File: src/sv/gamma_ramp_generator_unit_defines.svh
// Assertion macros for the gamma ramp generator.
// Taken in by `include in the files that check their own logic.
`ifndef GAMMA_RAMP_GENERATOR_UNIT_DEFINES_SVH
`define GAMMA_RAMP_GENERATOR_UNIT_DEFINES_SVH

`ifndef ASSERT_OFF
// prop is a full property, clocked on clk and disabled during reset
`define GRG_ASSERT(lbl, clk, rst_n, prop) \
    lbl: assert property (@(posedge clk) disable iff (!rst_n) prop) \
        else $error("grg assertion failed");
// non-overlapping implication, cons checked in the cycle after ante
`define GRG_ASSERT_NEXT(lbl, clk, rst_n, ante, cons) \
    lbl: assert property (@(posedge clk) disable iff (!rst_n) (ante) |=> (cons)) \
        else $error("grg assertion failed");
`else
`define GRG_ASSERT(lbl, clk, rst_n, prop)
`define GRG_ASSERT_NEXT(lbl, clk, rst_n, ante, cons)
`endif

`endif

File: src/sv/grg_pkg.sv
// Package for the gamma ramp generator: widths, constants, item tags and
// the log2 and exp2 root tables built at elaboration. No dependencies.
package grg_pkg;

    localparam int TABLE_ENTRIES = 256;   // power of two
    localparam int IDX_W         = 8;
    localparam int SHIFT_W       = 2;
    localparam int GAMMA_W       = 15;
    localparam int CONTRAST_W    = 15;
    localparam int BRIGHT_W      = 16;
    localparam int VALUE_W       = 16;
    localparam int CFG_ADDR_W    = 2;
    localparam int CFG_DATA_W    = 16;

    localparam logic [CFG_ADDR_W-1:0] CFG_OVERBRIGHT = 2'd0;
    localparam logic [CFG_ADDR_W-1:0] CFG_GAMMA      = 2'd1;
    localparam logic [CFG_ADDR_W-1:0] CFG_CONTRAST   = 2'd2;
    localparam logic [CFG_ADDR_W-1:0] CFG_BRIGHTNESS = 2'd3;

    localparam logic [GAMMA_W-1:0] GAMMA_MIN = 15'd410;
    localparam logic [GAMMA_W-1:0] GAMMA_MAX = 15'd20480;
    localparam logic [GAMMA_W-1:0] GAMMA_ONE = 15'd4096;

    localparam int FRAC_BITS = 28;
    localparam int LOG_W     = 32;
    localparam int DIFF_W    = 31;
    localparam int DIV_NUM_W = 44;
    localparam int DIV_BITS  = 4;
    localparam int MANT_W    = 31;        // Q30 mantissa, below 2.0

    localparam int LIN_SHIFT = $clog2(TABLE_ENTRIES) + 16;
    localparam logic [23:0] LIN_BRIGHT = 24'(65535 * TABLE_ENTRIES);

    typedef logic [LOG_W-1:0]  t_log_tab  [0:255];
    typedef logic [MANT_W-1:0] t_root_tab [1:FRAC_BITS];

    typedef struct packed {
        logic [IDX_W-1:0] idx;
        logic             neg;
    } t_div_tag;

    typedef struct packed {
        logic [IDX_W-1:0] idx;
        logic             sat;
        logic             yzero;
        logic signed [7:0] sh;
    } t_exp_tag;

    function automatic logic [63:0] isqrt64(input logic [63:0] v);
        logic [63:0] r;
        logic [63:0] b;
        logic [63:0] x;
        r = '0;
        b = 64'd1 << 62;
        x = v;
        while (b > x) b = b >> 2;
        while (b != 0) begin
            if (x >= r + b) begin
                x = x - (r + b);
                r = (r >> 1) + b;
            end else begin
                r = r >> 1;
            end
            b = b >> 2;
        end
        return r;
    endfunction

    // Q28 log2 by leading-one position and repeated squaring
    function automatic logic [LOG_W-1:0] log2_q28(input logic [63:0] m);
        logic [63:0] z;
        logic [63:0] frac;
        int k;
        frac = '0;
        k = 0;
        if (m == 0) return '0;
        while (k < 30 && (m >> (k + 1)) != 0) k++;
        z = (m << (30 - k)) & ((64'd1 << 31) - 64'd1);
        for (int j = 0; j < FRAC_BITS; j++) begin
            z = (z * z) >> 30;
            frac = frac << 1;
            if (z >= (64'd1 << 31)) begin
                z = z >> 1;
                frac = frac | 64'd1;
            end
        end
        return LOG_W'((64'(k) << FRAC_BITS) | frac);
    endfunction

    function automatic t_log_tab build_log_tab();
        t_log_tab t;
        for (int i = 0; i < 256; i++) t[i] = log2_q28(64'(i));
        return t;
    endfunction

    // 2^(2^-j) in Q30
    function automatic t_root_tab build_root_tab();
        t_root_tab t;
        logic [63:0] prev;
        prev = isqrt64(64'd2 << 60);
        t[1] = MANT_W'(prev);
        for (int j = 2; j <= FRAC_BITS; j++) begin
            prev = isqrt64(prev << 30);
            t[j] = MANT_W'(prev);
        end
        return t;
    endfunction

    localparam t_log_tab  LOG_TAB  = build_log_tab();
    localparam t_root_tab ROOT_TAB = build_root_tab();
    localparam logic [LOG_W-1:0] LOG_DEN = log2_q28(64'(TABLE_ENTRIES - 1));

endpackage

File: src/sv/grg_divider.sv
// Pipelined restoring divider, DIV_BITS quotient bits per stage.
// Uses grg_pkg; the tag rides alongside each item.
module grg_divider #(
    parameter int TAG_W = 9
) (
    input  logic                          i_clk,
    input  logic                          i_rst_n,
    input  logic                          i_ce,
    input  logic                          i_valid,
    input  logic [grg_pkg::DIV_NUM_W-1:0] i_num,
    input  logic [grg_pkg::GAMMA_W-1:0]   i_den,
    input  logic [TAG_W-1:0]              i_tag,
    output logic                          o_valid,
    output logic [grg_pkg::DIV_NUM_W-1:0] o_quo,
    output logic [TAG_W-1:0]              o_tag
);
    import grg_pkg::*;

    localparam int N_ST = DIV_NUM_W / DIV_BITS;

    logic [GAMMA_W-1:0]   r_rem [N_ST];
    logic [DIV_NUM_W-1:0] r_nq  [N_ST];
    logic [TAG_W-1:0]     r_tag [N_ST];
    logic [N_ST-1:0]      r_vld;

    for (genvar s = 0; s < N_ST; s++) begin : g_st
        logic [GAMMA_W-1:0]   rem_in;
        logic [DIV_NUM_W-1:0] nq_in;
        logic [TAG_W-1:0]     tag_in;
        logic                 vld_in;
        logic [GAMMA_W-1:0]   n_rem;
        logic [DIV_NUM_W-1:0] n_nq;

        if (s == 0) begin : g_first
            assign rem_in = '0;
            assign nq_in  = i_num;
            assign tag_in = i_tag;
            assign vld_in = i_valid;
        end else begin : g_next
            assign rem_in = r_rem[s-1];
            assign nq_in  = r_nq[s-1];
            assign tag_in = r_tag[s-1];
            assign vld_in = r_vld[s-1];
        end

        // nq holds the unused numerator bits on top, quotient bits enter below
        always_comb begin
            logic [GAMMA_W:0] t;
            n_rem = rem_in;
            n_nq  = nq_in;
            for (int k = 0; k < DIV_BITS; k++) begin
                t    = {n_rem, n_nq[DIV_NUM_W-1]};
                n_nq = {n_nq[DIV_NUM_W-2:0], 1'b0};
                if (t >= {1'b0, i_den}) begin
                    t       = t - {1'b0, i_den};
                    n_nq[0] = 1'b1;
                end
                n_rem = t[GAMMA_W-1:0];
            end
        end

        always_ff @(posedge i_clk) begin
            if (!i_rst_n) begin
                r_vld[s] <= 1'b0;
            end else if (i_ce) begin
                r_vld[s] <= vld_in;
            end
        end

        always_ff @(posedge i_clk) begin
            if (i_ce) begin
                r_rem[s] <= n_rem;
                r_nq[s]  <= n_nq;
                r_tag[s] <= tag_in;
            end
        end
    end

    assign o_valid = r_vld[N_ST-1];
    assign o_quo   = r_nq[N_ST-1];
    assign o_tag   = r_tag[N_ST-1];

endmodule

File: config.mk
export PLATFORM = sky130hd
export DESIGN_NAME = grg_divider
export DESIGN_NICKNAME = d
export VERILOG_FILES = /design/src/sv/gamma_ramp_generator_unit_defines.svh /design/src/sv/grg_pkg.sv /design/src/sv/grg_divider.sv
export SDC_FILE = /design/constraint.sdc
export NUM_CORES = 2
export LEC_CHECK = 0
export BUFFER_PORTS_ARGS = -buffer_cell sky130_fd_sc_hd__buf_2
export CELL_PAD_IN_SITES_DETAIL_PLACEMENT = 0
export CELL_PAD_IN_SITES_GLOBAL_PLACEMENT = 1
export CORE_ASPECT_RATIO = 1.25
export CORE_MARGIN = 2
export CORE_UTILIZATION = 56
export DETAILED_ROUTE_END_ITERATION = 10
export PLACE_DENSITY = 0.85
export SLEW_MARGIN = 20
export SYNTH_ARGS = -nofsm -noshare
export SYNTH_HDL_FRONTEND = slang
export SYNTH_SLANG_ARGS = --single-unit
File: constraint.sdc
create_clock -name i_clk -period 16.9 [get_ports i_clk]
set_clock_uncertainty 0.1 [all_clocks]
set_input_delay 0 -clock i_clk [delete_from_list [all_inputs] [get_ports i_clk]]
set_output_delay 0 -clock i_clk [all_outputs]
set_load 0.01 [all_outputs]
==> metrics.csv <==
stage;metric;value;unit
outcome;status;complete, no violations;
logic_synthesis;synthTopCellsByArea;edfxtp_1 37%, ha_1 14%, xnor2_1 3.9%, a21oi_1 3.8%, mux2_2 3.7%;
hold_path;hp-class;primary input to register;
logic_synthesis;synth_top_area_share;37.2;%
die;die_area;108000;um2
critical_path;worstReg2RegEnd;r_rem[8][13];
global_route;grt_pass1_wl;249000;um
global_route;grt_remaining_overflow;0;
logic_synthesis;synth_edf_count;733;
critical_path;cp-end-kind;register;
logic_synthesis;synth_cells;5916;
clocking;cts-root-buf;clkbuf_16;
critical_path;reg2reg_depth;43;
logic_synthesis;synth_flop_cell;edfxtp_1;
route;drtIter0Drc;3108;
layout;nNetsFinal;6955;
sta;fmax;0.0785;GHz
sta;post-route-min-period;12.74;ns
die;start_util;56.4;%
logic_synthesis;ys_seq_elements;744;
logic_synthesis;synth_nets;6677;
clocking;clock-sinks;744;
critical_path;cp_common_cell;a21oi_1;
logic_synthesis;synthDistinctLibCells;111;
sta;maxSlewHeadroom;29.3;%
critical_path;r2r-start;r_nq[7][43];
clocking;cts_buffers;79;
sta;setup_tns;0;ns
route;route.detailed.drc;0;
global_route;antenna_found_initial;0;
critical_path;cpLargestDelayFamily;compound AO/OA/AOI/OAI gates;
clocking;clkTransAtPathRegs;0.08;ns
sta;setup_violations;0;
clocking;htree_levels;3;
clocking;cts_tree;yes;
clocking;clock_path_buffers;3;
die;coreArea;105000;um2
hold_path;worstHoldEndpoint;g_st[7].vld_in;
logic_synthesis;async_flop_share;0;%
logic_synthesis;syn_area_per_cell;10.0;um2
die;fp.dieW;295;um
sta;tightest_slew;1.05;ns
critical_path;required;17.23;ns
logic_synthesis;ys_seq_area_share;37.5;%
placement;dp_slack;4.16;ns
logic_synthesis;synth_top_area_cell;edfxtp_1;
logic_synthesis;synth_area;59200;um2
critical_path;path_buf_inv;6;
critical_path;crit_fanout;17;
layout;synthToLayoutAreaGrowth;10.7;%
job;maxCapViolations;0;
route;viasPerCell;6.10;
critical_path;reg2reg_slack;4.16;ns
hold_path;hp-start;i_rst_n;
sta;post-route-period-util;75.4;%
layout;drive_above_1_share;10.0;%
die;io_pins;126;
sta;worst_slack;4.16;ns
route;route.vias.total;46800;
route;wirelength;160000;um
die;row_count;133;
route;drtPass1Iterations;6;
critical_path;start_kind;register;
route;routed-wl-met3;6380;um
placement;io_buffers;125;
global_route;grt_pass1_vias;45500;
placement;place_hpwl;118000;um
placement;gp_congestion;0.919;
route;top_layer;met4;
critical_path;crit_type;register to register;
critical_path;critPathSlowestCell;o31ai_1;
clocking;cts.repair.resized;0;
hold_path;hold_depth;3;
critical_path;worstPathArrival;13.07;ns
route;routedWlPerCell;20.9;um
critical_path;cp_slowest_stage_delay;0.69;ns
route;met1_length;68000;um
route;dr_wl_met2;79300;um
route;final_antenna_net_count;0;
clocking;clkLatencyLatePin;0.71;ns
sta;drv_slew;0;
global_route;grt_max_degree;87;
sta;final_hold_viol_count;0;
logic_synthesis;yosysWarnings;0;
layout;diodes;0;
global_route;track_usage;29.3;%
sta;rsz0062_at_grt;false;
die;die_h;368;um
-- timing repair --
item	CTS	global route
hold endpoints to repair	136	0
buffers inserted	0	0
hold buffers	109	0
-- cells by family (layout without fill, tap and decap cells) --
logic type | count (synthesis) | after routing | share of synthesized area [%]
flops | 744 | 744 | 37.5
buf+inv | 440 | 782 | 2.89
simple gates | 1616 | 1616 | 13.6
mux | 297 | 297 | 5.47
fa+ha+maj | 689 | 689 | 15.1
compound gates | 1716 | 1716 | 19.3
xor+xnor | 414 | 414 | 6.12
-- state kept, by name, indices dropped and copies added (netlist names) --
| register | flops |
|---|---|
| r_nq | 484 |
| o_valid | 1 |
| g_st.vld_in | 10 |
| r_tag | 99 |
| r_rem | 150 |
-- worst max-delay path by stage --
stage,from,endpoint,slack (ns),depth (start not counted)
finish,r_nq[7][43],r_rem[8][13],4.16,43
global route,r_nq[7][43],r_rem[8][6],3.06,43
CTS,r_nq[7][43],r_rem[8][13],4.12,43
detailed placement,r_nq[7][43],r_rem[8][13],4.16,43
global placement,r_nq[7][43],r_rem[8][13],4.48,42
floorplan,i_den[1],r_rem[8][13],5.54,44
-- cells in the mapped netlist (all sizes together) (14+ instances only) --
cell type	number
fa	42
nand4	98
o31ai	51
o41ai	16
o31a	27
nor4	31
buf	47
a211o	23
a21boi	36
a221o	41
mux2i	89
o311ai	14
o221ai	39
xor2	151
nand2	388
o211ai	43
a221oi	16
clkbuf	55
a31oi	41
and3	49
o2111ai	26
inv	334
o21a	109
o21bai	46
a22oi	14
a2111oi	24
or3	44
xnor2	263
nand3	108
nand2b	100
nor2	390
and2	50
a21oi	451
a31o	19
a211oi	54
nor3	143
or2	33
a21o	151
edfxtp	733
o21ai	377
ha	647
nor2b	122
mux2	208
-- area by class of cell --
| type | count | area [um2] |
|---|---|---|
| clock buffers | 94 | 2080 |
| clock inverters | 51 | 623 |
| fillers | 8711 | 39500 |
| inverters | 338 | 1270 |
| multi-input cells | 4732 | 35300 |
| flip-flops and latches | 744 | 22200 |
| well taps | 1417 | 1770 |
| repair buffers | 299 | 2260 |
-- layout by cell type (no fill, tap or decap), types with 97 or more instances in the layout --
cell           count
dlygate4sd3_1    109
nor3_1           137
nand2b_1         100
nor2b_1          122
nand3_1          108
xor2_1           151
edfxtp_1         733
o21ai_0          370
nor2_1           389
inv_1            311
ha_1             647
a21o_1           151
nand2_1          387
buf_2            122
a21oi_1          448
xnor2_1          263
nand4_1           97
o21a_1           109
mux2_2           193
-- layer usage --
layer / vias to the layer above / track usage [%]
met5: - / 0
met4: 0 / 12.1
met3: 289 / 2.66
met2: 1143 / 51.2
met1: 22400 / 36.9
li1: 23100 / -
-- stage by stage --
stage	std cells	hold WS [ns]	area [um2]	util [%]
after CTS	7675	0.0416	65500	62.4
after floorplan	5916	-0.00113	59200	-
after detailed placement	7421	0.0781	61800	58.8
final	7675	0.0916	65500	62.4
after global placement	7421	0.0761	61800	58.8
after global routing	7675	0.102	65500	62.4
-- worst reg2reg max path: cells and delay by family (launching register included) --
family	cells	cell delay (ns)
DFF	1	0.38
buffers and inverters	6	0.85
AOI/OAI and AO/OA	26	7.86
adders and majority gates	5	1.58
muxes	2	0.68
and+or+nand+nor	4	1.03
Power is not shown: default switching activity piles up to over one toggle a cycle in this logic, so the estimate is an artifact.
